--- config.mk ---
export PLATFORM = sky130hd
export DESIGN_NAME = instruction_control_sequencer_top
export DESIGN_NICKNAME = d
export VERILOG_FILES = /design/src/rtl/ics_pkg.sv /design/src/rtl/ics_decode.sv /design/src/rtl/instruction_control_sequencer_top.sv
export SDC_FILE = /design/constraint.sdc
export NUM_CORES = 1
export LEC_CHECK = 0
export ABC_AREA = 0
export ABC_CLOCK_PERIOD_IN_PS = 6650
export BUFFER_PORTS_ARGS = -buffer_cell sky130_fd_sc_hd__buf_2
export CORE_ASPECT_RATIO = 1.4
export CORE_MARGIN = 8
export CORE_UTILIZATION = 25
export DETAILED_ROUTE_END_ITERATION = 8
export PLACE_DENSITY_LB_ADDON = 0.2
export SYNTH_ARGS = -nofsm -noshare
export SYNTH_HDL_FRONTEND = slang
export SYNTH_SLANG_ARGS = --single-unit
--- constraint.sdc ---
create_clock -name clk -period 6.65 [get_ports clk]
set_input_delay 0.9975 -clock clk [delete_from_list [all_inputs] [get_ports clk]]
set_output_delay 0.9975 -clock clk [all_outputs]
set_load 0.02 [all_outputs]
--- src/rtl/ics_pkg.sv ---
// Shared types and constants for the instruction control sequencer.
`default_nettype none

package ics_pkg;

  // Phase codes.
  localparam logic [3:0] PH_INIT  = 4'd0;
  localparam logic [3:0] PH_TEST  = 4'd1;
  localparam logic [3:0] PH_E0    = 4'd2;
  localparam logic [3:0] PH_E1    = 4'd3;
  localparam logic [3:0] PH_E1BIS = 4'd4;
  localparam logic [3:0] PH_E2    = 4'd5;
  localparam logic [3:0] PH_T0    = 4'd6;
  localparam logic [3:0] PH_T1    = 4'd7;
  localparam logic [3:0] PH_T2    = 4'd8;

  // Strobe bit positions.
  localparam int S_WR     = 0;
  localparam int S_LDIR   = 1;
  localparam int S_PCLD   = 2;
  localparam int S_ERLD   = 3;
  localparam int S_SIPLD  = 4;
  localparam int S_SVOPLD = 5;
  localparam int S_SOPLD  = 6;
  localparam int S_CLRZ   = 7;
  localparam int S_CLRER  = 8;
  localparam int S_CLREOT = 9;
  localparam int S_SETEOT = 10;
  localparam int S_DWRITE = 11;
  localparam int S_DONE   = 12;
  localparam int S_CLRIRQ = 13;

  localparam int STROBE_W = 14;

  // Addressing modes.
  localparam logic [1:0] AM_0 = 2'd0;
  localparam logic [1:0] AM_1 = 2'd1;
  localparam logic [1:0] AM_2 = 2'd2;

  // Opcodes.
  localparam logic [5:0] OP_LDR     = 6'h00;
  localparam logic [5:0] OP_STR     = 6'h02;
  localparam logic [5:0] OP_SUBV    = 6'h03;
  localparam logic [5:0] OP_SUB     = 6'h04;
  localparam logic [5:0] OP_AND     = 6'h08;
  localparam logic [5:0] OP_OR      = 6'h0C;
  localparam logic [5:0] OP_CLFZ    = 6'h10;
  localparam logic [5:0] OP_SZ      = 6'h14;
  localparam logic [5:0] OP_JMP     = 6'h18;
  localparam logic [5:0] OP_PRESENT = 6'h1C;
  localparam logic [5:0] OP_STRPC   = 6'h1D;
  localparam logic [5:0] OP_MAX     = 6'h1E;
  localparam logic [5:0] OP_CER     = 6'h34;
  localparam logic [5:0] OP_LER     = 6'h36;
  localparam logic [5:0] OP_LSIP    = 6'h37;
  localparam logic [5:0] OP_ADD     = 6'h38;
  localparam logic [5:0] OP_SSOP    = 6'h3A;
  localparam logic [5:0] OP_SSVOP   = 6'h3B;
  localparam logic [5:0] OP_CEOT    = 6'h3C;
  localparam logic [5:0] OP_SEOT    = 6'h3E;

  // ALU functions.
  localparam logic [1:0] ALU_ADD = 2'd0;
  localparam logic [1:0] ALU_SUB = 2'd1;
  localparam logic [1:0] ALU_AND = 2'd2;
  localparam logic [1:0] ALU_OR  = 2'd3;

  // Program counter sources.
  localparam logic [1:0] PC_INC = 2'd0;
  localparam logic [1:0] PC_OPD = 2'd1;
  localparam logic [1:0] PC_RX  = 2'd2;

  // Write-back sources.
  localparam logic [2:0] WB_OPD = 3'd0;
  localparam logic [2:0] WB_RX  = 3'd1;
  localparam logic [2:0] WB_ALU = 3'd2;
  localparam logic [2:0] WB_MAX = 3'd3;
  localparam logic [2:0] WB_SIP = 3'd4;
  localparam logic [2:0] WB_ER  = 3'd5;
  localparam logic [2:0] WB_MEM = 3'd6;

  // Memory data sources.
  localparam logic [1:0] DM_RX  = 2'd0;
  localparam logic [1:0] DM_OPD = 2'd1;
  localparam logic [1:0] DM_PC  = 2'd2;

  // One decoded input item.
  typedef struct packed {
    logic       zero_flag;
    logic       test_hold;
    logic       interrupt_request;
    logic       dma_pending;
    logic [1:0] mode;
    logic [5:0] opcode;
    logic [3:0] rz;
    logic [3:0] rx;
  } ics_item_t;

  // Held select state, low field last.
  typedef struct packed {
    logic [1:0] dm_data_sel;
    logic       dmw_sel;
    logic       dmr_sel;
    logic [3:0] write_register;
    logic [2:0] writeback_select;
    logic       operand_b_select;
    logic       operand_a_select;
    logic [3:0] read_port_z;
    logic [3:0] read_port_x;
    logic [1:0] alu_operation;
    logic [1:0] pc_select;
  } ics_sel_t;

endpackage

`default_nettype wire

--- src/rtl/ics_decode.sv ---
// Phase sequencing and control decode for one clock tick of the sequencer.
`default_nettype none

module ics_decode (
  input  wire  ics_pkg::ics_item_t         item,
  input  wire logic [3:0]                  phase,
  input  wire logic [ics_pkg::STROBE_W-1:0] strobes,
  input  wire  ics_pkg::ics_sel_t          sel,
  output logic [3:0]                       phase_next,
  output logic [ics_pkg::STROBE_W-1:0]     strobes_next,
  output ics_pkg::ics_sel_t                sel_next
);
  import ics_pkg::*;

  logic [STROBE_W-1:0] s;
  ics_sel_t            c;
  logic [3:0]          ph;

  // Update the held controls and the phase for the current phase.
  always_comb begin
    s  = strobes;
    c  = sel;
    ph = phase;
    case (phase)
      PH_INIT: begin
        ph = item.test_hold ? PH_TEST : PH_E0;
      end
      PH_E0: begin
        s = s & ((STROBE_W'(1) << S_DONE) | (STROBE_W'(1) << S_CLRIRQ));
        if (item.dma_pending && item.interrupt_request) begin
          ph = PH_E1;
        end else if (!item.dma_pending && !item.interrupt_request) begin
          if (s[S_DONE]) s[S_CLRIRQ] = 1'b0;
          ph = PH_E2;
        end else begin
          if (!item.interrupt_request && s[S_DONE]) s[S_CLRIRQ] = 1'b0;
          ph = PH_T0;
        end
      end
      PH_T0: begin
        s[S_LDIR]   = 1'b1;
        s[S_PCLD]   = 1'b1;
        c.pc_select = PC_INC;
        ph          = PH_T1;
      end
      PH_T1: begin
        if (item.mode == AM_1 || item.mode == AM_2) begin
          s[S_LDIR]   = 1'b1;
          s[S_PCLD]   = 1'b1;
          c.pc_select = PC_INC;
        end else begin
          s[S_LDIR] = 1'b0;
          s[S_PCLD] = 1'b0;
        end
        if (item.opcode == OP_LER) s[S_ERLD] = 1'b1;
        else if (item.opcode == OP_LSIP) s[S_SIPLD] = 1'b1;
        ph = PH_T2;
      end
      PH_T2: begin
        s[S_LDIR] = 1'b0;
        s[S_PCLD] = 1'b0;
        case (item.mode)
          AM_0: begin
            case (item.opcode)
              OP_CLFZ: s[S_CLRZ]   = 1'b1;
              OP_CER:  s[S_CLRER]  = 1'b1;
              OP_CEOT: s[S_CLREOT] = 1'b1;
              OP_SEOT: s[S_SETEOT] = 1'b1;
              OP_PRESENT: begin
                s[S_CLRZ]          = 1'b1;
                c.alu_operation    = ALU_ADD;
                c.read_port_x      = 4'd0;
                c.read_port_z      = item.rz;
                c.operand_a_select = 1'b0;
                c.operand_b_select = 1'b0;
              end
              default: ;
            endcase
          end
          AM_1: begin
            case (item.opcode)
              OP_AND, OP_OR, OP_ADD, OP_SUBV, OP_SUB: begin
                case (item.opcode)
                  OP_AND:  c.alu_operation = ALU_AND;
                  OP_OR:   c.alu_operation = ALU_OR;
                  OP_ADD:  c.alu_operation = ALU_ADD;
                  default: c.alu_operation = ALU_SUB;
                endcase
                c.read_port_x      = item.rx;
                c.operand_a_select = 1'b1;
                c.operand_b_select = 1'b1;
                if (item.opcode != OP_SUB) begin
                  c.writeback_select = WB_ALU;
                  c.write_register   = item.rz;
                  s[S_WR]            = 1'b1;
                end
              end
              OP_LDR: begin
                c.writeback_select = WB_OPD;
                c.write_register   = item.rz;
                s[S_WR]            = 1'b1;
              end
              OP_STR: begin
                c.dmw_sel     = 1'b0;
                c.dm_data_sel = DM_OPD;
                s[S_DWRITE]   = 1'b1;
              end
              OP_JMP: begin
                c.pc_select = PC_OPD;
                s[S_PCLD]   = 1'b1;
              end
              OP_PRESENT, OP_SZ: begin
                if (item.opcode == OP_PRESENT) s[S_CLRZ] = 1'b0;
                if (item.zero_flag) begin
                  c.pc_select = PC_OPD;
                  s[S_PCLD]   = 1'b1;
                end
              end
              OP_MAX: begin
                c.read_port_x      = item.rx;
                c.operand_a_select = 1'b1;
                c.operand_b_select = 1'b1;
                c.writeback_select = WB_MAX;
                c.write_register   = item.rz;
                s[S_WR]            = 1'b1;
              end
              default: ;
            endcase
          end
          AM_2: begin
            case (item.opcode)
              OP_LDR: begin
                c.dmr_sel          = 1'b1;
                c.writeback_select = WB_MEM;
                c.write_register   = item.rz;
                s[S_WR]            = 1'b1;
              end
              OP_STR: begin
                c.dmw_sel     = 1'b1;
                c.dm_data_sel = DM_RX;
                s[S_DWRITE]   = 1'b1;
              end
              OP_STRPC: begin
                c.dmw_sel     = 1'b1;
                c.dm_data_sel = DM_PC;
                s[S_DWRITE]   = 1'b1;
              end
              default: ;
            endcase
          end
          default: begin
            case (item.opcode)
              OP_AND, OP_OR, OP_ADD: begin
                case (item.opcode)
                  OP_AND:  c.alu_operation = ALU_AND;
                  OP_OR:   c.alu_operation = ALU_OR;
                  default: c.alu_operation = ALU_ADD;
                endcase
                c.read_port_x      = item.rx;
                c.read_port_z      = item.rz;
                c.operand_a_select = 1'b0;
                c.operand_b_select = 1'b0;
                c.writeback_select = WB_ALU;
                c.write_register   = item.rz;
                s[S_WR]            = 1'b1;
              end
              OP_LDR: begin
                c.read_port_x      = item.rx;
                c.writeback_select = WB_RX;
                c.write_register   = item.rz;
                s[S_WR]            = 1'b1;
              end
              OP_STR: begin
                c.read_port_x = item.rx;
                c.dmw_sel     = 1'b0;
                c.dm_data_sel = DM_RX;
                s[S_DWRITE]   = 1'b1;
              end
              OP_JMP: begin
                c.read_port_x = item.rx;
                c.pc_select   = PC_RX;
                s[S_PCLD]     = 1'b1;
              end
              OP_LER: begin
                c.writeback_select = WB_ER;
                c.write_register   = item.rz;
                s[S_WR]            = 1'b1;
              end
              OP_LSIP: begin
                c.writeback_select = WB_SIP;
                c.write_register   = item.rz;
                s[S_WR]            = 1'b1;
              end
              OP_SSVOP: begin
                c.read_port_x = item.rx;
                s[S_SVOPLD]   = 1'b1;
              end
              OP_SSOP: begin
                c.read_port_x = item.rx;
                s[S_SOPLD]    = 1'b1;
              end
              default: ;
            endcase
          end
        endcase
        s[S_DONE] = 1'b1;
        ph = item.test_hold ? PH_TEST : PH_E0;
      end
      default: ;
    endcase
  end

  assign phase_next   = ph;
  assign strobes_next = s;
  assign sel_next     = c;

endmodule

`default_nettype wire

--- src/rtl/instruction_control_sequencer_top.sv ---
// Top level of the instruction control sequencer: state, handshake and result register.
`default_nettype none

// Each accepted input transfer is one clock tick of a multicycle processor's
// control unit. The block walks the phases Init, E0, T0, T1, T2 and back to E0
// (Test, E1, E1bis and E2 hold once entered) and returns one result transfer per
// input transfer: the phase during that tick plus the held strobes and selects
// after it. A transfer is decoded in the same cycle it is accepted and its
// result sits in the output register on the next cycle, so one transfer per
// clock is sustained while the output drains; the output register holds a
// stalled result, and s_tready drops only when that register is full and not
// being drained.
module instruction_control_sequencer_top (
  input  wire logic        clk,
  input  wire logic        rst,
  input  wire logic        s_tvalid,
  output logic             s_tready,
  // instruction[15:0], dma_pending[16], interrupt_request[17], test_hold[18],
  // zero_flag[19], zero fill[23:20]
  input  wire logic [23:0] s_tdata,
  output logic             m_tvalid,
  input  wire logic        m_tready,
  // phase[3:0], strobes[17:4], pc_select[19:18], alu_operation[21:20],
  // read_port_x[25:22], read_port_z[29:26], operand_a_select[30],
  // operand_b_select[31], writeback_select[34:32], write_register[38:35],
  // memory_selects[42:39], zero fill[47:43]
  output logic [47:0]      m_tdata
);
  import ics_pkg::*;

  logic [3:0]          phase;
  logic [STROBE_W-1:0] strobes;
  ics_sel_t            sel;
  logic [3:0]          phase_next;
  logic [STROBE_W-1:0] strobes_next;
  ics_sel_t            sel_next;
  ics_item_t           item;
  logic                accept;
  logic [3:0]          mem_sel;

  // Unpack the input transfer.
  assign item.rx                = s_tdata[3:0];
  assign item.rz                = s_tdata[7:4];
  assign item.opcode            = s_tdata[13:8];
  assign item.mode              = s_tdata[15:14];
  assign item.dma_pending       = s_tdata[16];
  assign item.interrupt_request = s_tdata[17];
  assign item.test_hold         = s_tdata[18];
  assign item.zero_flag         = s_tdata[19];

  assign s_tready = !m_tvalid || m_tready;
  assign accept   = s_tvalid && s_tready;

  ics_decode u_decode (
    .item         (item),
    .phase        (phase),
    .strobes      (strobes),
    .sel          (sel),
    .phase_next   (phase_next),
    .strobes_next (strobes_next),
    .sel_next     (sel_next)
  );

  // Sequencer state advances once per accepted transfer.
  always_ff @(posedge clk) begin
    if (rst) begin
      phase   <= PH_INIT;
      strobes <= '0;
      sel     <= '0;
    end else if (accept) begin
      phase   <= phase_next;
      strobes <= strobes_next;
      sel     <= sel_next;
    end
  end

  assign mem_sel = {sel_next.dmr_sel, sel_next.dmw_sel, sel_next.dm_data_sel};

  // Result register.
  always_ff @(posedge clk) begin
    if (rst) begin
      m_tvalid <= 1'b0;
    end else if (s_tready) begin
      m_tvalid <= s_tvalid;
    end
  end

  always_ff @(posedge clk) begin
    if (accept) begin
      m_tdata <= {5'd0, mem_sel, sel_next.write_register, sel_next.writeback_select,
                  sel_next.operand_b_select, sel_next.operand_a_select,
                  sel_next.read_port_z, sel_next.read_port_x,
                  sel_next.alu_operation, sel_next.pc_select, strobes_next, phase};
    end
  end

endmodule

`default_nettype wire
==> results of run 1 <==
-- flip-flops by register name (all words and copies together) (netlist names) --
name      count
m_tvalid      1
m_tdata      43
phase         4
sel          25
strobes      14
-- layout make-up --
type	count	share of cell area
tap	248	0.0551
timing repair buffer	72	0.0657
multi-input combinational	373	0.427
sequential	87	0.386
inverter	23	0.0153
clock inverter	6	0.0109
clock buffer	10	0.0406
-- layout by cell type (no fill, tap or decap), types with 3 or more instances in the layout --
cell type	count
nand3_1	21
nor2b_1	6
o211ai_1	5
nand4b_1	3
o21ai_1	5
clkinv_2	3
clkbuf_16	9
a21o_1	7
a21oi_1	26
o21a_1	4
and3_1	7
ha_1	6
a22o_1	10
o221ai_1	10
conb_1	5
a211oi_1	7
a32o_1	3
a22oi_1	6
mux2i_1	8
nor4_1	5
a21boi_0	4
o21ai_0	26
nor2_1	48
nand2b_1	7
dfxtp_1	44
o31ai_1	5
edfxtp_1	43
inv_1	22
o221a_2	3
nor3_1	8
buf_2	68
or2_2	3
o211a_1	3
a31oi_1	6
nand2_1	52
buf_4	4
and2_1	7
-- path summary, 6_finish.rpt --
path                            start                       end  slack, ps  cells past startpoint
max                       s_tdata[10]      m_tdata[4]$_DFFE_PP_       3750                      7
min          strobes[13]$_SDFFE_PP0P_  strobes[13]$_SDFFE_PP0P_        460                      1
max reg2reg     phase[3]$_SDFFE_PP0P_     m_tdata[29]$_DFFE_PP_       3870                      5
min reg2reg  strobes[13]$_SDFFE_PP0P_  strobes[13]$_SDFFE_PP0P_        460                      1
-- logic make-up after synthesis --
logic type,share of synthesized area
other cells,0.000770
mux,0.0164
simple gates,0.202
fa+ha+maj,0.0154
flops,0.446
buf+inv,0.0632
compound gates,0.256
-- worst max-delay path, delay by kind of cell --
| family | cells | cell delay (ps) |
|---|---|---|
| compound gates | 3 | 860 |
| buf+inv | 1 | 300 |
| simple gates | 3 | 820 |
-- metal layers --
metal	vias up	GRT usage
li1	2011	-
met1	1992	0.144
met2	129	0.212
met3	21	0.0225
met4	0	0.0559
met5	-	0
-- power by group through the flow --
stage / registers, mW / logic [mW] / clock network [mW]
finish: 0.600 / 0.183 / 0.503
global route: 0.603 / 0.202 / 0.539
CTS: 0.601 / 0.186 / 0.524
detailed placement: 0.612 / 0.185 / 0
global placement: 0.612 / 0.182 / 0
floorplan: 0.628 / 0.116 / 0
-- through the flow --
| stage | setup WS, ps | total power [mW] | instance area [sq um] | cells | hold WS [ps] |
|---|---|---|---|---|---|
| finish | 3750 | 1.29 | 5630 | 819 | 457 |
| global route | 3620 | 1.34 | 5630 | 819 | 472 |
| CTS | 3770 | 1.31 | 5630 | 819 | 461 |
| detailed placement | 3390 | 0.797 | 5340 | 803 | 448 |
| global placement | 3400 | 0.794 | 5340 | 803 | 434 |
| floorplan | 3230 | 0.743 | 4880 | 523 | 427 |
==> flow_metrics.tcl, run 1 <==
set metrics [dict create \
    status "finished clean" \
    finalHoldViolCount 0 \
    initialDrtViolationCount 368 \
    gr-total-overflow 0 \
    max_stage_delay_ps 400 \
    drt_pass1_iterations 4 \
    synth_cell_types 83 \
    die_area_sq_um 24300 \
    drt-met1-wl_um 6060 \
    die_h_um 181 \
    synthTopCellsByArea "edfxtp_1, dfxtp_1, nand2_1" \
    syn_area_sq_um 4870 \
    drive_gt1_frac 0.203 \
    final.fill_count 2037 \
    crit_slowest_cell "o21ai_4" \
    ys_warn_count 0 \
    die_x_um 134 \
    fin_nets 600 \
    drv_slew 0 \
    clock-sinks 87 \
    num_rows 60 \
    clock_latency_ps 340 \
    syn_avg_cell_area_sq_um 9.38 \
    vias 4153 \
    synth_common_cells "nand2_1, nor2_1, dfxtp_1" \
    max_freq_mhz 345 \
    cts.clk_slew.worst_paths_ps 70 \
    gp_congestion 0.827 \
    pwr-share-comb 0.143 \
    skew_ps 8.15 \
    start_util 0.254 \
    hp-class "reg2reg" \
    core_sq_um 19100 \
    pwr-share-clk 0.391 \
    cts-root-buf "clkbuf_16" \
    grt_pass1_vias 4343 \
    viasPerCell 5.07 \
    switching_share 0.276 \
    async_flop_share 0 \
    peakVddDrop_v 0.000127 \
    rsz0062_at_grt "false" \
    postRouteAntennaNets 0 \
    power_frac_seq 0.467 \
    ys_ff_latch 87 \
    grt_usage 0.123 \
    leakagePower_nw 2.13 \
    cp-start-kind "input pin" \
    relSlewSlack 0.278 \
    grt_max_degree 35 \
    fin_tns_setup_ps 0 \
    regArea_sq_um 2170 \
    routedWlPerCell_um 17.9 \
    synth_edf_count 43 \
    wl_met2_um 7450 \
    wl_met3_um 767 \
    synth_top_area_frac 0.265 \
    antenna_cells 0 \
    cts_hold_buf 0 \
    critPathKind "in2reg" \
    yosysTopAreaCell "edfxtp_1" \
    setup_violations 0 \
    drv_cap 0 \
    yosysSeqAreaShare 0.446 \
    htree_levels 3 \
    final_util 0.294 \
    cts_tree "yes" \
    grt_pass1_wl_um 23800 \
    area_delta_synth_final_pct 15.7 \
    cts.path.max_buffers 2 \
    ioPinCount 78 \
    ys.flop_type "dfxtp_1" \
    ctsResizeCount 0 \
    yosysMostFrequentCell "nand2_1" \
    synth_cells 519 \
    multi_input_area_sq_um 2400 \
    period_minus_slack_ps 2900 \
    remaining_drc_errors 0 \
    crit_fanout 20 \
    wirelength_um 14600 \
    tightest_slew_ps 1080 \
    cp.arrival_ps 2990 \
    cts_buffers 9 \
    antenna_found_initial 0 \
    cp_cell_sequence "buf_2, and4b_1, o21ai_4, nand3_2, a21boi_1, o21ai_0, and2_1" \
    post_cts_buffers 0 \
    cp_data_required_time_ps 6740 \
    p_switching_mw 0.355 \
    power.density_nw_per_um2 228 \
    finalCritPeriodShare 0.436 \
    cp-end-kind "flip-flop" \
    port-buffer-count 68 \
    p_int_mw 0.932 \
    hpwl_um 10500 \
    maxUsedRoutingLayer "met4" \
]
Power figures use the tool's default switching activity.
==> run 2: changes to the inputs <==
- ABC_CLOCK_PERIOD_IN_PS: 6650 -> 2900
- clock period: 6.65 -> 2.9 ns (I/O delays scaled with it)
==> run 2 against run 1 <==
  * First-iteration DRC count up 5.4%
  * Non-clock buffer count grew 21
  * Cell area grew 2.4%
  * Utilization increased by 0.72 points
  * Count of clock-buffer cells in the layout up 3
  * Combinational power rose to 2.5 times the previous value
  * Setup slack got worse by 3200 ps
  * Routed wire length decreased by 0.75%
  * Critical endpoint is now sel[23]$_SDFFE_PP0P_
==> flow_metrics.tcl, run 2 (same netlist as run 1, synthesis figures left out) <==
set metrics [dict create \
    drv_slew 0 \
    cp_cell_sequence "or3b_1, or2_1, buf_4, nor2_1, a221oi_1, nand2_1, a21oi_1" \
    reg_top3 "m_tdata x43, sel x25, strobes x14" \
    cts.path.max_buffers 2 \
    cp-end-kind "flip-flop" \
    drt_pass1_iterations 5 \
    crit_slowest_cell "a221oi_1" \
    cts-root-buf "clkbuf_16" \
    start_util 0.254 \
    drv_cap 0 \
    fin_tns_setup_ps 0 \
    final.fill_count 2031 \
    cp.arrival_ps 2620 \
    port-buffer-count 68 \
    status "finished clean" \
    routedWlPerCell_um 17.3 \
    leakagePower_nw 2.22 \
    crit_family "simple AND/OR/NAND/NOR gates" \
    grt_pass1_wl_um 23500 \
    antenna_found_initial 0 \
    grt_usage 0.121 \
    clock-sinks 87 \
    cts_buffers 9 \
    vias 4263 \
    initialDrtViolationCount 388 \
    power.density_nw_per_um2 502 \
    gp_congestion 0.869 \
    post_cts_buffers 0 \
    critPathBufInv 1 \
    finalCritPeriodShare 0.811 \
    finalHoldViolCount 0 \
    hpwl_um 10800 \
    core_sq_um 19100 \
    ctsResizeCount 0 \
    rsz0062_at_grt "false" \
    die_area_sq_um 24300 \
    area_delta_synth_final_pct 18.5 \
    hp-class "in2reg" \
    gr-total-overflow 0 \
    cp_data_required_time_ps 3170 \
    skew_ps 4.42 \
    grt_max_degree 34 \
    setup_violations 0 \
    drive_gt1_frac 0.228 \
    peakVddDrop_v 0.000244 \
    final_cell_mix "buf_2, nand2_1, nor2_1, dfxtp_1, edfxtp_1" \
    largest_reg_flops 43 \
    max_stage_delay_ps 520 \
    antenna_cells 0 \
    finalPower_mw 2.90 \
    top_register "m_tdata" \
    worst-r2r-setup-slack_ps 550 \
    max_freq_mhz 425 \
    cts_hold_buf 0 \
    fin_nets 621 \
    crit_fanout 21 \
    layout_commonest_cell "buf_2" \
    cts.clk_slew.worst_paths_ps 60 \
    postRouteAntennaNets 0 \
    period_minus_slack_ps 2350 \
    num_rows 60 \
    cts_tree "yes" \
    ioPinCount 78 \
    relSlewSlack 0.491 \
    wirelength_um 14500 \
    whs_ps 323 \
    die_x_um 134 \
    remaining_drc_errors 0 \
    cp-start-kind "flip-flop" \
    tightest_slew_ps 753 \
    viasPerCell 5.08 \
    die_h_um 181 \
    grt_pass1_vias 4363 \
    htree_levels 3 \
    critPathKind "reg2reg" \
    clock_latency_ps 340 \
]
-- run 2: path summary, 6_finish.rpt --
check / from / endpoint / depth (start not counted)
min: s_tdata[3] / sel[7]$_SDFFE_PP0P_ / 2
min reg2reg: sel[23]$_SDFFE_PP0P_ / sel[23]$_SDFFE_PP0P_ / 2
max: phase[0]$_SDFFE_PP0P_ / sel[23]$_SDFFE_PP0P_ / 7
max reg2reg: phase[0]$_SDFFE_PP0P_ / sel[23]$_SDFFE_PP0P_ / 7
-- run 2: stage by stage --
step | utilization | setup slack (ps) | cell area, sq um | std cells
5_1_grt | 0.302 | 269 | 5770 | 840
3_3_place_gp | 0.287 | 346 | 5500 | 824
4_1_cts | 0.302 | 518 | 5770 | 840
2_1_floorplan | - | 47.1 | 4880 | 523
6_report | 0.302 | 548 | 5770 | 840
3_5_place_dp | 0.287 | 318 | 5500 | 824
-- run 2: cell type report --
type,count,area (sq um),share of cell area
flip-flops and latches,87,2170,0.376
clock buffers,13,250,0.0434
well taps,248,310,0.0538
inverters,23,86.3,0.0150
multi-input cells,373,2400,0.417
repair buffers,93,528,0.0915
clock inverters,3,20.0,0.00347
-- run 2: worst reg2reg max path, stage by stage, from the launching register on --
cell	delay (ps)
dfxtp_1	470
or3b_1	220
or2_1	360
buf_4	340
nor2_1	140
a221oi_1	520
nand2_1	100
a21oi_1	120
-- run 2: layer usage --
layer,up-vias,GRT usage,routed length (um)
met5,-,0,0
met4,0,0.0446,259
met3,14,0.0242,706
met2,119,0.214,7420
met1,2061,0.140,6140
li1,2069,-,-
-- run 2: power breakdown --
group | leakage (nW) | internal [mW] | switching (mW)
combinational | 1.31 | 0.149 | 0.310
sequential | 0.792 | 1.34 | 0.0188
clock | 0.126 | 0.604 | 0.473
==> run 3: changes to the inputs <==
- ABC_AREA: 0 -> 1
- ABC_CLOCK_PERIOD_IN_PS: 2900 -> 2140
- clock period: 2.9 -> 2.14 ns (I/O delays scaled with it)
==> run 3 against run 2 <==
  * Clock skew grew 8.4 ps
  * Die area shrank 1.4%
  * Synthesized cell count grew 17%
  * Cell count grew 13%
  * Cell area grew 2.3%
  * Hold slack lost 45 ps
  * Non-clock buffer count grew 8
  * Fmax grew 26%
  * Sequential power grew 48%
==> flow_metrics.tcl, run 3 <==
set metrics [dict create \
    num_rows 60 \
    cts.clk_slew.worst_paths_ps 70 \
    power.density_nw_per_um2 823 \
    max_stage_delay_ps 470 \
    postRouteAntennaNets 0 \
    tightest_slew_ps 612 \
    yosysSeqAreaShare 0.453 \
    period_minus_slack_ps 1870 \
    cts.path.max_buffers 2 \
    synth_common_cells "nand2_1, inv_1, nand3_1" \
    final_util 0.311 \
    reg_top3 "m_tdata x43, sel x25, strobes x14" \
    relSlewSlack 0.592 \
    pwr-share-comb 0.240 \
    viasPerCell 4.60 \
    switching_share 0.330 \
    antenna_cells 0 \
    fin_tns_setup_ps 0 \
    rsz0062_at_grt "false" \
    peakVddDrop_v 0.000312 \
    drv_slew 0 \
    power_frac_seq 0.415 \
    antenna_found_initial 0 \
    skew_ps 12.8 \
    placed_cell_area_sq_um 5560 \
    crit_slowest_cell "o21ai_1" \
    grt_pass1_wl_um 23400 \
    area_delta_synth_final_pct 23.1 \
    status "finished clean" \
    finalNonFillerCells 949 \
    clock-sinks 87 \
    cts_buffers 9 \
    gp_congestion 0.861 \
    syn_avg_cell_area_sq_um 7.91 \
    final_cell_mix "nand2_1, inv_1, buf_2, nand3_1, o21ai_0" \
    cp-start-kind "flip-flop" \
    async_flop_share 0 \
    cp-end-kind "flip-flop" \
    cp_cell_sequence "inv_2, buf_4, nand4_1, inv_1, o21ai_1, a21oi_1, a221oi_1" \
    cp_data_required_time_ps 2390 \
    drt_pass1_iterations 5 \
    synthTopCellsByArea "edfxtp_1, dfxtp_1, nand2_1" \
    core_sq_um 19000 \
    critPathKind "reg2reg" \
    finalHoldViolCount 0 \
    placedCellCount 931 \
    hp-class "in2reg" \
    layout_commonest_cell "nand2_1" \
    finalPower_mw 4.85 \
    postLayoutSetupSlackWorst_ps 272 \
    grt_max_degree 44 \
    remaining_drc_errors 0 \
    hpwl_um 11200 \
    p_switching_mw 1.60 \
    pwr-share-clk 0.345 \
    routedWlPerCell_um 15.6 \
    syn_area_sq_um 4790 \
    worst-r2r-setup-slack_ps 270 \
    htree_levels 3 \
    dpl_worst_slack_ps 116 \
    synth_top_area_frac 0.269 \
    grt_pass1_vias 4327 \
    wirelength_um 14800 \
    start_util 0.252 \
    synth_cell_types 47 \
    max_freq_mhz 535 \
    synth_edf_count 43 \
    ys.flop_type "dfxtp_1" \
    die_x_um 133 \
    p_int_mw 3.25 \
    cts-root-buf "clkbuf_16" \
    crit_fanout 11 \
    port-buffer-count 68 \
    ys_warn_count 0 \
    cp.arrival_ps 2110 \
    whs_ps 278 \
    cts_hold_buf 0 \
    drv_cap 0 \
    synth_cells 606 \
    finalCritPeriodShare 0.873 \
    ys_ff_latch 87 \
    die_area_sq_um 23900 \
    vias 4363 \
    design_area_sq_um 5900 \
    yosysMostFrequentCell "nand2_1" \
    cts_tree "yes" \
    drive_gt1_frac 0.237 \
    setup_violations 0 \
    grt_usage 0.124 \
    yosysTopAreaCell "edfxtp_1" \
    initialDrtViolationCount 258 \
    ioPinCount 78 \
    largest_reg_flops 43 \
    fin_nets 730 \
    die_h_um 180 \
    clock_latency_ps 350 \
    top_register "m_tdata" \
    gr-total-overflow 0 \
    leakagePower_nw 2.73 \
]
-- run 3: cell type report --
cell class              count  area [sq um]
repair buffers            101           588
fillers                  2031         13100
multi-input cells         392          2120
clock inverters             7          88.8
flip-flops and latches     87          2170
inverters                 105           398
clock buffers               9           225
well taps                 248           310
-- run 3: worst max-delay path: cells and delay by family (launching register included) --
kind / cells / cell delay, ps
AO/OA/AOI/OAI: 3 / 850
flip-flops: 1 / 350
buffers and inverters: 3 / 430
AND/OR/NAND/NOR: 1 / 140
-- run 3: logic make-up (layout without fill, tap and decap cells) --
| group | count (synthesis) | after routing | share of synthesized area |
|---|---|---|---|
| other cells | 1 | 5 | 0.000782 |
| flops | 87 | 87 | 0.453 |
| fa+ha+maj | 6 | 6 | 0.0157 |
| simple gates | 233 | 233 | 0.239 |
| buf+inv | 131 | 222 | 0.109 |
| compound gates | 148 | 148 | 0.182 |
-- run 3: metal layers --
metal  GRT usage  vias to the layer above  routed length (um)
met5           0                        -                   0
met3      0.0173                       12                 651
li1            -                     2214                   -
met2       0.225                      115                7730
met1       0.142                     2022                6170
met4      0.0529                        0                 251
-- run 3: power by group through the flow --
stage | Sequential [mW] | Clock [mW] | Combinational [mW]
after global routing | 2.03 | 1.80 | 1.29
after floorplan | 2.16 | 0 | 0.630
after global placement | 2.05 | 0 | 1.14
after CTS | 2.02 | 1.74 | 1.15
after detailed placement | 2.05 | 0 | 1.15
final | 2.01 | 1.68 | 1.16
-- run 3: final timing paths --
check                                           start                    end  depth (start not counted)
worst max-delay path            phase[0]$_SDFFE_PP0P_  phase[0]$_SDFFE_PP0P_                          7
worst min-delay path                         m_tready  m_tvalid$_SDFFE_PP0N_                          4
worst max register to register  phase[0]$_SDFFE_PP0P_  phase[0]$_SDFFE_PP0P_                          7
worst min register to register  phase[2]$_SDFFE_PP0P_   m_tdata[2]$_DFFE_PP_                          0
-- run 3: repair_timing --
action	in CTS	in global routing
resized for setup	0	2
setup endpoints to repair	0	3
setup buffers	0	2
